## config.mk

```make
export PLATFORM = sky130hd
export DESIGN_NAME = psvm_div
export DESIGN_NICKNAME = d
export VERILOG_FILES = /design/src/rtl/psvm_pkg.sv /design/src/rtl/psvm_div.sv
export SDC_FILE = /design/constraint.sdc
export NUM_CORES = 1
export LEC_CHECK = 0
export ABC_CLOCK_PERIOD_IN_PS = 2700
export BUFFER_PORTS_ARGS = -buffer_cell sky130_fd_sc_hd__clkbuf_2
export CAP_MARGIN = 20
export CORE_ASPECT_RATIO = 0.8
export CORE_MARGIN = 5
export CORE_UTILIZATION = 39
export CTS_CLUSTER_SIZE = 16
export DETAILED_ROUTE_END_ITERATION = 16
export GPL_TIMING_DRIVEN = 0
export HOLD_SLACK_MARGIN = 0.1
export PLACE_DENSITY_LB_ADDON = 0.25
export SYNTH_ARGS = -nofsm -noshare
export SYNTH_HDL_FRONTEND = slang
export SYNTH_SLANG_ARGS = --single-unit
```

## constraint.sdc

```tcl
create_clock -name i_clk -period 2.7 [get_ports i_clk]
set_input_delay 0.405 -clock i_clk [delete_from_list [all_inputs] [get_ports i_clk]]
set_output_delay 0.405 -clock i_clk [all_outputs]
set_load 0.02 [all_outputs]
```

## src/rtl/psvm_pkg.sv

```systemverilog
// psvm_pkg: shared constants, codes, voice entry layout and sine rom builder
// for the polyphonic sine voice mixer; depends on nothing
package psvm_pkg;

    localparam int VOICE_COUNT     = 128;
    localparam int VOICE_BITS      = (VOICE_COUNT > 1) ? $clog2(VOICE_COUNT) : 1;
    localparam int SINE_TABLE_BITS = 10;
    localparam int QUARTER_LEN     = 1 << SINE_TABLE_BITS;
    localparam int ROM_BITS        = SINE_TABLE_BITS + 1;
    localparam int ACC_BITS        = 17 + VOICE_BITS;

    localparam int NUM_BITS  = 41;
    localparam int DEN_BITS  = 24;
    localparam int QUOT_BITS = 17;
    localparam int CNT_BITS  = $clog2(QUOT_BITS + 1);

    localparam logic [16:0] Q16_FULL    = 17'h10000;
    localparam logic [23:0] ELAPSED_MAX = 24'hFFFFFF;

    localparam logic signed [ACC_BITS-1:0] SAT_HI = ACC_BITS'(32767);
    localparam logic signed [ACC_BITS-1:0] SAT_LO = -ACC_BITS'(32768);

    localparam logic [1:0] KIND_NOTE_ON  = 2'd0;
    localparam logic [1:0] KIND_NOTE_OFF = 2'd1;
    localparam logic [1:0] KIND_TICK     = 2'd2;

    localparam logic [3:0] CFG_BASE_FREQ = 4'd0;
    localparam logic [3:0] CFG_SPACING   = 4'd1;
    localparam logic [3:0] CFG_PPH       = 4'd2;
    localparam logic [3:0] CFG_GAIN      = 4'd3;
    localparam logic [3:0] CFG_ATTACK    = 4'd4;
    localparam logic [3:0] CFG_DECAY     = 4'd5;
    localparam logic [3:0] CFG_SUSTAIN   = 4'd6;
    localparam logic [3:0] CFG_RELEASE   = 4'd7;

    typedef struct packed {
        logic [6:0]  note;
        logic [3:0]  chan;
        logic [31:0] phase;
        logic [23:0] elapsed;
        logic [16:0] level;
    } t_voice_ent;

    typedef logic [14:0] t_sine_rom [0:QUARTER_LEN];

    function automatic t_sine_rom sine_rom_build();
        t_sine_rom   rom;
        logic [63:0] x;
        logic [63:0] x2;
        logic [63:0] t;
        logic [63:0] s;
        logic [63:0] e;
        for (int i = 0; i <= QUARTER_LEN; i++) begin
            x  = 64'(i) << (30 - SINE_TABLE_BITS);
            x2 = (x * x) >> 30;
            t  = 64'd172272;
            t  = 64'd5026997 - ((x2 * t) >> 30);
            t  = 64'd85569306 - ((x2 * t) >> 30);
            t  = 64'd693598670 - ((x2 * t) >> 30);
            t  = 64'd1686629713 - ((x2 * t) >> 30);
            s  = (x * t) >> 30;
            e  = (s * 64'd32767 + 64'd536870912) >> 30;
            rom[i] = (e > 64'd32767) ? 15'h7FFF : e[14:0];
        end
        return rom;
    endfunction

    localparam t_sine_rom SINE_ROM = sine_rom_build();

endpackage

```

## src/rtl/psvm_div.sv

```systemverilog
// psvm_div: restoring divider, one quotient bit per cycle, for envelope ramps
// depends on psvm_pkg; quotient must fit QUOT_BITS bits
module psvm_div (
    input  logic                           i_clk,
    input  logic                           i_rst_n,
    input  logic                           i_start,
    input  logic [psvm_pkg::NUM_BITS-1:0]  i_num,
    input  logic [psvm_pkg::DEN_BITS-1:0]  i_den,
    output logic                           o_busy,
    output logic [psvm_pkg::QUOT_BITS-1:0] o_quot
);
    import psvm_pkg::*;

    logic [DEN_BITS-1:0]  r_rem;
    logic [DEN_BITS-1:0]  r_den;
    logic [QUOT_BITS-1:0] r_q;
    logic [CNT_BITS-1:0]  r_cnt;
    logic                 r_busy;
    logic [DEN_BITS:0]    trial;
    logic                 take;

    always_comb begin
        trial = {r_rem, r_q[QUOT_BITS-1]};
        take  = (trial >= {1'b0, r_den});
    end

    always_ff @(posedge i_clk) begin
        if (!i_rst_n) begin
            r_busy <= 1'b0;
            r_cnt  <= '0;
        end else if (i_start) begin
            r_rem  <= i_num[NUM_BITS-1:QUOT_BITS];
            r_q    <= i_num[QUOT_BITS-1:0];
            r_den  <= i_den;
            r_cnt  <= CNT_BITS'(QUOT_BITS);
            r_busy <= 1'b1;
        end else if (r_busy) begin
            r_rem  <= take ? DEN_BITS'(trial - {1'b0, r_den}) : trial[DEN_BITS-1:0];
            r_q    <= {r_q[QUOT_BITS-2:0], take};
            r_cnt  <= r_cnt - 1'b1;
            r_busy <= (r_cnt != CNT_BITS'(1));
        end
    end

    assign o_busy = r_busy;
    assign o_quot = r_q;

endmodule

```

# Word level (Yosys, flattened, before mapping)
# Index checks and enable logic that the tools add are counted.
# word_totals
regBits	71
latchBits	0
ramBits	0
mem_bits_ro	0
out_inout_bits	18
word_cells	24
mem_count	0
# op_classes
addsub	2
multipliers	0
div_mod_pow	0
order_cmp	1
eq_ne	1
shift	0
muxes	9
bitwise_logic	1
reduce_logical	4
# op_table
cell	count
$mux W24	3
$mux W17	2
$ge A25 B24 Y1	1
$sub A24 B24 Y24	1
$mux W5	2
$ne A5 B1 Y1 const B	1
$sub A5 B1 Y5 const B	1
$reduce_and A2 Y1	2
$mux W1	2
$reduce_bool A2 Y1	1
$reduce_or A2 Y1	1
$not A1 Y1	1

# Logic depth before layout (Yosys ltp)
# Gate-level depths: netlist (run 1).
# depth
ltp_word	4
ltp_mapped	12
ltp_nobuf	12

# Least setup slack after synthesis (run 1)
# OpenSTA, ideal clock, no wires.
# synth_timing
path_kind	register to register
start	register r_q[16] (netlist: o_quot[16])
end	register r_rem[16] (data pin)
arrival_ns	2.637
required_time_ns	2.439
slack_ns	-0.198
stages_incl_launch_ff	12
path_buffers	0
cell_sequence	edfxtp_1 -> inv_1 -> ha_1 -> inv_1 -> fa_1 -> a211oi_2 -> o21ai_1 -> a2111oi_4 -> o31ai_1 -> a31oi_1 -> xnor2_1 -> a221o_1
# synth_via
elab_chain_cells	4
# synth_rtl
item	line	source
from (decl)	psvm_div.sv:16	logic [QUOT_BITS-1:0] r_q;
from (signal assigned)	psvm_div.sv:33	r_q <= i_num[QUOT_BITS-1:0];
from (signal assigned)	psvm_div.sv:39	r_q <= {r_q[QUOT_BITS-2:0], take};
$sub A24 B24 Y24 or $ge A25 B24 Y1 (tied branches)	psvm_div.sv:38, psvm_div.sv:24	
$mux W24 (*)	psvm_div.sv:38	r_rem <= take ? DEN_BITS'(trial - {1'b0, r_den}) : trial[DEN_BITS-1:0];
$mux W24 (*)	psvm_div.sv:37	end else if (r_busy) begin
$mux W24 (*)	psvm_div.sv:31	end else if (i_start) begin
to (signal assigned)	psvm_div.sv:32	r_rem <= i_num[NUM_BITS-1:QUOT_BITS];
to (signal assigned)	psvm_div.sv:38	
to (decl)	psvm_div.sv:14	logic [DEN_BITS-1:0] r_rem;
# Every way passes the cells marked *; elsewhere a longest branch is shown, timed or not. The select of a mux whose other input is x is not followed.
# A chain may end at the register's enable or synchronous reset.

# Worst setup path in the final report (run 1)
# Ends and elaborated chain as after synthesis.

==> results of run 1 <==
-- final timing paths --
check	start	depth (start not counted)	endpoint	slack (ns)
setup / recovery	o_quot[16]	12	r_rem[16]	-0.17
hold / removal	i_den[3]	1	r_den[3]	0.24
setup reg to reg	o_quot[16]	12	r_rem[16]	-0.17
hold reg to reg	r_cnt[1]	2	r_cnt[1]	0.51
-- repair_timing --
action                     4_1_cts  5_1_grt
hold buffers                     0        0
gates resized for setup         44       30
setup endpoints to repair       24       24
pin swaps                       26       21
gates cloned                     1        0
buffers inserted                26       12
-- layer usage --
layer	track usage [%]	up-vias	share of wire (%)
met5	0	-	0
met4	3.788	0	0.71
met3	5.915	11	7.6
met2	26.95	108	46
met1	24.21	1688	46
li1	-	1761	-
-- per-stage QoR --
stage                     cells  instance area [um2]  TNS (ns)
after detailed placement    630                 5012    -3.862
after global routing        684                 5998    -2.575
final                       684                 5998   -0.6689
after global placement      628                 4976    -18.04
after floorplan             399                 4370   -0.2164
after CTS                   673                 5776   -0.4475
-- flip-flops by register name, indices dropped and copies added (netlist names) --
name,flops
r_den,24
r_cnt,5
o_busy,1
o_quot,17
r_rem,24
-- cells in the mapped netlist (4+ instances only) --
cell	number	area (um2)
o21ai_1	18	90.09
edfxtp_1	65	1952
ha_1	26	325.3
a21o_1	12	90.09
a31oi_1	5	31.28
mux2i_1	16	160.2
o21a_1	4	30.03
nor3_1	6	30.03
a21boi_0	6	45.04
xor2_1	7	61.31
dfxtp_1	6	120.1
inv_1	33	123.9
clkbuf_1	5	18.77
a211oi_1	4	30.03
a2bb2oi_1	5	43.79
nor2_1	18	67.56
a21oi_1	25	125.1
xnor2_1	9	78.83
mux2_2	17	191.4
o21ai_0	11	55.05
nand2_1	33	123.9
nand3_1	11	55.05
-- where the power goes --
group | leakage [uW] | switching [uW] | internal (uW) | total (uW)
sequential | 0.000665 | 54.3 | 1320 | 1370
combinational | 0.00172 | 627 | 603 | 1230
clock | 0.000146 | 469 | 811 | 1280
-- cell families after synthesis --
group | Yosys count
AOI/OAI and AO/OA | 111
buffers and inverters | 47
xor gates and xnor gates | 16
muxes | 33
adders and majority gates | 27
and+or+nand+nor | 94
DFF | 71
-- final cells by class --
class | count | area (um2)
Timing Repair Buffer | 126 | 795.8
Fill cell | 945 | 4892
Clock inverter | 5 | 83.83
Sequential cell | 71 | 2072
Buffer | 12 | 95.09
Clock buffer | 11 | 232.7
Multi-Input combinational cell | 281 | 2411
Tap cell | 144 | 180.2
Inverter | 34 | 127.6
-- critical path, cell delays in order (launching register included) --
cell	delay, ns
edfxtp_1	0.42
inv_2	0.10
ha_4	0.13
inv_2	0.03
fa_2	0.40
a211oi_4	0.24
o21ai_2	0.11
a2111oi_4	0.29
buf_4	0.19
o31ai_4	0.07
a31oi_1	0.21
xnor2_1	0.11
a221o_1	0.31
==> PnR_summary.wiki, run 1 <==
{| class="wikitable"
! Metric !! Value
|-
| Most used flip-flop cell after synthesis || edfxtp_1
|-
| Area overhead of the layout relative to synthesis || 37.60%
|-
| Core area || 0.01089 mm2
|-
| Type of the tightest min-delay check || in -> reg
|-
| Crit. End Element || flop
|-
| Setup clock skew after layout || 0.007295 ns
|-
| Synth Area in Compound Gates || 17.45%
|-
| Top-Level Pins || 86
|-
| Synthesis warning total || 0
|-
| Mean post-synth cell area || 10.93 um2
|-
| Number of buffers created by CTS || 9
|-
| Maximum fanout along the worst path || 3
|-
| Power density over cell area || 647.1 mW/mm2
|-
| Post-synthesis share of cell area spent on full adders, half adders and majority gates || 7.922%
|-
| Detailed placement HPWL || 8223 um
|-
| Wire length of the first global-routing pass || 18530 um
|-
| Critical Path AT || 2.95 ns
|-
| Type of the worst setup path || reg -> reg
|-
| Largest family of logic cells by synthesized area || compound AO/OA/AOI/OAI gates
|-
| Height of the die || 104.6 um
|-
| Worst vdd ir || 0.0005234 V
|-
| Leading cell types in the layout, fill and taps excluded || clkbuf_2 (85), edfxtp_1 (65), nand2_1 (32), buf_4 (32), inv_1 (31)
|-
| Total Wirelength || 11860 um
|-
| Weighted congestion at the end of routability-driven global placement || 0.8545
|-
| Max transition margin || 38.49%
|-
| Leakage power || 0.002533 uW
|-
| WL per Instance || 17.33 um
|-
| Initial antenna violation count || 0
|-
| Sequential area share after synthesis || 47.53%
|-
| Total congestion overflow || 0
|-
| Final count of negative-setup-slack endpoints || 8
|-
| Seq cells post-synth || 71
|-
| Max-capacitance violation count || 0
|-
| Synth async-reset ratio || 0%
|-
| Post-synth EDFFs || 65
|-
| Final worst setup slack || -0.1669 ns
|-
| Highest attainable clock frequency || 348.8 MHz
|-
| Number of cells produced by synthesis || 399
|-
| Post-Syn Area || 0.004359 mm2
|-
| Die outline area || 0.01340 mm2
|-
| Final Hold Fails || 0
|-
| Vias in the first global route || 3716
|-
| Clock Tree Buf Depth || 2
|-
| Die Span X || 128.2 um
|-
| Failing checks || negative setup slack
|-
| Largest net degree at the start of global routing || 26
|-
| Port buffer count || 85
|-
| DRC violation total after the first TritonRoute iteration || 216
|-
| Number of clock sinks seen by CTS || 71
|-
| Measured slew at the worst slew-check pin || 0.9227 ns
|-
| Share of cells above drive strength 1 || 41.11%
|-
| Post-synthesis mux area share || 8.065%
|-
| Post-synthesis simple-gate area fraction || 10.88%
|-
| Worst slack at placement || -0.3151 ns
|-
| Number of remaining DRC errors || 0
|-
| Period minus WS final || 2.867 ns
|-
| Required time at the worst-slack endpoint || 2.79 ns
|-
| CTS tree || built
|-
| Clock insertion delay at the later pin of the skew report || 0.34 ns
|-
| Via total after detailed routing || 3568
|-
| Antenna Violating Nets Remaining || 0
|-
| Number of pins with negative max-slew slack in the final report || 0
|-
| Synth Area in XOR/XNOR || 3.215%
|-
| Combined global-route utilization of all metal layers || 17.57%
|-
| Initial cell density of the core || 40.03%
|-
| Post-synthesis cell type count || 63
|-
| Placement Rows || 34
|-
| Pre-Repair DR Iteration Count || 4
|-
| Most common library cell in the layout ignoring fill and taps || clkbuf_2
|-
| Total number of H-tree levels || 3
|-
| Outcome || complete, but fails checks
|-
| Critical path startpoint category || flop
|-
| Unrepaired setup endpoints after global routing || true
|-
| Antenna diodes || 0
|-
| Synthesized netlist net count || 494
|-
| Vias per Instance || 5.216
|-
| Net total in the final layout || 630
|-
| Final Core Density || 55.08%
|-
| Tot Pwr || 3882 uW
|-
| Smallest hold slack || 0.2379 ns
|-
| Cell at the root of the clock tree || clkbuf_16
|-
| Final critical-path share of the clock period || 106.2%
|-
| Clock input transition at the sequential cells of the worst setup and hold paths || 0.06 ns
|}
(Power assumes the default switching activity.)
==> inputs of run 2 (changes only) <==
--- a/config.mk
+++ b/config.mk
@@ -15,7 +15,8 @@
 export DETAILED_ROUTE_END_ITERATION = 16
 export GPL_TIMING_DRIVEN = 0
 export HOLD_SLACK_MARGIN = 0.1
-export PLACE_DENSITY_LB_ADDON = 0.25
+export PLACE_DENSITY = 0.62
+export SETUP_SLACK_MARGIN = 0.2
 export SYNTH_ARGS = -nofsm -noshare
 export SYNTH_HDL_FRONTEND = slang
 export SYNTH_SLANG_ARGS = --single-unit
==> run 2 against run 1 <==
  * The flow still finishes with violations (negative setup slack)
  * Non-clock buffer count rose by 6
  * Fmax fell by 0.49%
  * Critical path depth did not move
  * Die area did not move
  * Wire length rose by 4.4%
  * Final area rose by 4.3%
  * Sequential share of layout area fell by 1.4 points
  * Clock skew fell by 0.00051 ns
  * First-iteration DRC count fell by 2.8%
  * Final cell count rose by 0.88%
  * Setup slack got worse by 0.014 ns
==> PnR_summary.wiki, run 2 (synthesis results as in run 1) <==
{| class="wikitable"
! Metric !! Value
|-
| Total congestion overflow || 0 (unchanged)
|-
| Initial antenna violation count || 0 (unchanged)
|-
| Clock input transition at the sequential cells of the worst setup and hold paths || 0.06 ns (about the same)
|-
| Cell at the root of the clock tree || clkbuf_16 (unchanged)
|-
| Final count of negative-setup-slack endpoints || 12 (was 8)
|-
| Most common library cell in the layout ignoring fill and taps || clkbuf_2 (unchanged)
|-
| Highest attainable clock frequency || 347.1 MHz (was 348.8 MHz)
|-
| Total Wirelength || 12380 um (was 11860 um)
|-
| Max transition margin || 40.84% (was 38.49%)
|-
| Antenna Violating Nets Remaining || 0 (unchanged)
|-
| Placed Area || 0.005044 mm2 (was 0.005012 mm2)
|-
| Required time at the worst-slack endpoint || 2.78 ns (was 2.79 ns)
|-
| Leading cell types in the layout, fill and taps excluded || clkbuf_2 (85), edfxtp_1 (65), buf_4 (37), nand2_1 (31), inv_1 (28) (was clkbuf_2 (85), edfxtp_1 (65), nand2_1 (32), buf_4 (32), inv_1 (31))
|-
| Met1 capacity usage during global routing || 25.15% (was 24.21%)
|-
| Type of the tightest min-delay check || in -> reg (unchanged)
|-
| Final Hold Fails || 0 (unchanged)
|-
| Outcome || complete, but fails checks (unchanged)
|-
| Critical path startpoint category || flop (unchanged)
|-
| Largest net degree at the start of global routing || 31 (was 26)
|-
| Total number of H-tree levels || 3 (unchanged)
|-
| Power density over cell area || 636.4 mW/mm2 (was 647.1 mW/mm2)
|-
| Net total in the final layout || 636 (was 630)
|-
| Number of clock sinks seen by CTS || 71 (unchanged)
|-
| Share of power burned in registers || 34.7% (was 35.4%)
|-
| Die outline area || 0.01340 mm2 (unchanged)
|-
| Hold Crit Depth || 1 (unchanged)
|-
| DRC violation total after the first TritonRoute iteration || 210 (was 216)
|-
| Number of remaining DRC errors || 0 (unchanged)
|-
| WL per Instance || 17.94 um (was 17.33 um)
|-
| Summed area of non-filler cells in the final layout || 0.006254 mm2 (was 0.005998 mm2)
|-
| Weighted congestion at the end of routability-driven global placement || 0.9018 (was 0.8545)
|-
| Area overhead of the layout relative to synthesis || 43.46% (was 37.60%)
|-
| Switching power || 1195 uW (was 1150 uW)
|-
| Detailed placement HPWL || 8017 um (was 8223 um)
|-
| Vias in the first global route || 3554 (was 3716)
|-
| Net Sw Frac || 30.03% (was 29.62%)
|-
| Top-Level Pins || 86 (unchanged)
|-
| Share of cells above drive strength 1 || 45.60% (was 41.11%)
|-
| Clock Tree Buf Depth || 2 (unchanged)
|-
| Wire length of the first global-routing pass || 18170 um (was 18530 um)
|-
| Crit. End Element || flop (unchanged)
|-
| Relative contribution of combinational cells to total power || 33.5% (was 31.7%)
|-
| Antenna diodes || 0 (unchanged)
|-
| GR Layer Usage met3 || 3.621% (was 5.915%)
|-
| Register-to-Register Path Depth || 12 (unchanged)
|-
| Vias per Instance || 5.343 (was 5.216)
|-
| Type of the worst setup path || reg -> reg (unchanged)
|-
| Max-capacitance violation count || 0 (unchanged)
|-
| Smallest hold slack || 0.2428 ns (was 0.2379 ns)
|-
| Maximum fanout along the worst path || 3 (unchanged)
|-
| Leakage power || 0.002586 uW (was 0.002533 uW)
|-
| Internal Pwr Total || 2785 uW (was 2732 uW)
|-
| Unrepaired setup endpoints after global routing || true (unchanged)
|-
| Tot Pwr || 3980 uW (was 3882 uW)
|-
| Number of buffers created by CTS || 9 (unchanged)
|-
| Clock insertion delay at the later pin of the skew report || 0.34 ns (about the same)
|-
| Number of placed instances, taps included || 630 (unchanged)
|-
| Final Core Density || 57.42% (was 55.08%)
|-
| Relative contribution of the clock network to total power || 31.9% (was 33.0%)
|-
| Post-CTS Hold Fix Bufs || 0 (unchanged)
|-
| Measured slew at the worst slew-check pin || 0.8875 ns (was 0.9227 ns)
|-
| Met2 usage in global routing || 26.02% (was 26.95%)
|-
| Fill cell count || 939 (was 945)
|-
| Core area || 0.01089 mm2 (unchanged)
|-
| Period minus WS final || 2.881 ns (was 2.867 ns)
|-
| Combined global-route utilization of all metal layers || 17.20% (was 17.57%)
|-
| Final critical-path share of the clock period || 106.7% (was 106.2%)
|-
| Final worst setup slack || -0.1810 ns (was -0.1669 ns)
|-
| Peak-usage layer in the global routing report || met2 (unchanged)
|-
| Pre-Repair DR Iteration Count || 4 (unchanged)
|-
| Critical Path AT || 2.96 ns (was 2.95 ns)
|-
| Die Span X || 128.2 um (unchanged)
|-
| Initial cell density of the core || 40.03% (unchanged)
|-
| Setup clock skew after layout || 0.006784 ns (was 0.007295 ns)
|-
| Finished Layout Cells || 690 (was 684)
|-
| Via total after detailed routing || 3687 (was 3568)
|-
| Port buffer count || 85 (unchanged)
|-
| Failing checks || negative setup slack (unchanged)
|-
| Height of the die || 104.6 um (unchanged)
|-
| Worst vdd ir || 0.0004178 V (was 0.0005234 V)
|-
| Placement Rows || 34 (unchanged)
|-
| CTS tree || built (unchanged)
|-
| Number of pins with negative max-slew slack in the final report || 0 (unchanged)
|}
-- run 2: cell types whose count changed in the layout (fill, tap and decap cells not counted), moves of 4 or more --
cell | previous run | this run
mux2i_2 | 0 | 4
ha_4 | 11 | 19
a21oi_4 | 3 | 7
ha_1 | 12 | 5
buf_4 | 32 | 37
-- run 2: power groups by stage --
stage               logic [uW]  registers (uW)  clock network [uW]
floorplan                  661            1400                   0
global placement           894            1390                   0
detailed placement         920            1390                   0
CTS                       1100            1370                1290
global route              1430            1390                1330
finish                    1330            1380                1270
-- run 2: timing repair --
action,in CTS,in global routing
endpoints found under the setup margin,25,25
cloned,1,1
pin swaps,21,29
buffers inserted,25,17
resized for setup,43,58
-- run 2: final cells by class --
| cell class | count | area (um2) | share of cell area [%] |
|---|---|---|---|
| Tap cell | 144 | 180.2 | 2.881 |
| Inverter | 34 | 127.6 | 2.041 |
| Sequential cell | 71 | 2072 | 33.13 |
| Clock inverter | 6 | 85.08 | 1.361 |
| Clock buffer | 10 | 229.0 | 3.661 |
| Buffer | 13 | 103.9 | 1.661 |
| Timing Repair Buffer | 131 | 847.1 | 13.55 |
| Multi-Input combinational cell | 281 | 2609 | 41.72 |
-- run 2: per-layer routing --
| layer | part of all wire [%] | wire length, um |
|---|---|---|
| met1 | 47 | 5813 |
| met2 | 45 | 5562 |
| met3 | 6.2 | 771 |
| met4 | 1.9 | 230 |
| met5 | 0 | 0 |
-- run 2: metrics by stage --
stage                     setup TNS (ns)  setup slack (ns)
after floorplan                  -0.2125           -0.1512
after global placement            -17.65           -0.3615
after detailed placement          -3.579           -0.3851
after CTS                        -0.7987           -0.1981
after global routing              -3.433           -0.3263
final                             -1.024           -0.1810
-- run 2: worst paths after layout --
path	from	endpoint	slack, ns
worst max register to register	o_quot[16]	r_rem[16]	-0.18
worst min register to register	r_cnt[1]	r_cnt[1]	0.52
worst min-delay path	i_den[9]	r_den[9]	0.24
worst max-delay path	o_quot[16]	r_rem[16]	-0.18
-- run 2: worst max-delay path: stages (launching register included) --
cell and delay [ns]:
edfxtp_1 0.42, inv_2 0.13, ha_4 0.14, inv_2 0.04, fa_2 0.38, a211oi_4 0.28, o21ai_4 0.10, a2111oi_4 0.29
buf_4 0.18, o31ai_4 0.07, a31oi_1 0.19, xnor2_1 0.10, a221o_1 0.31
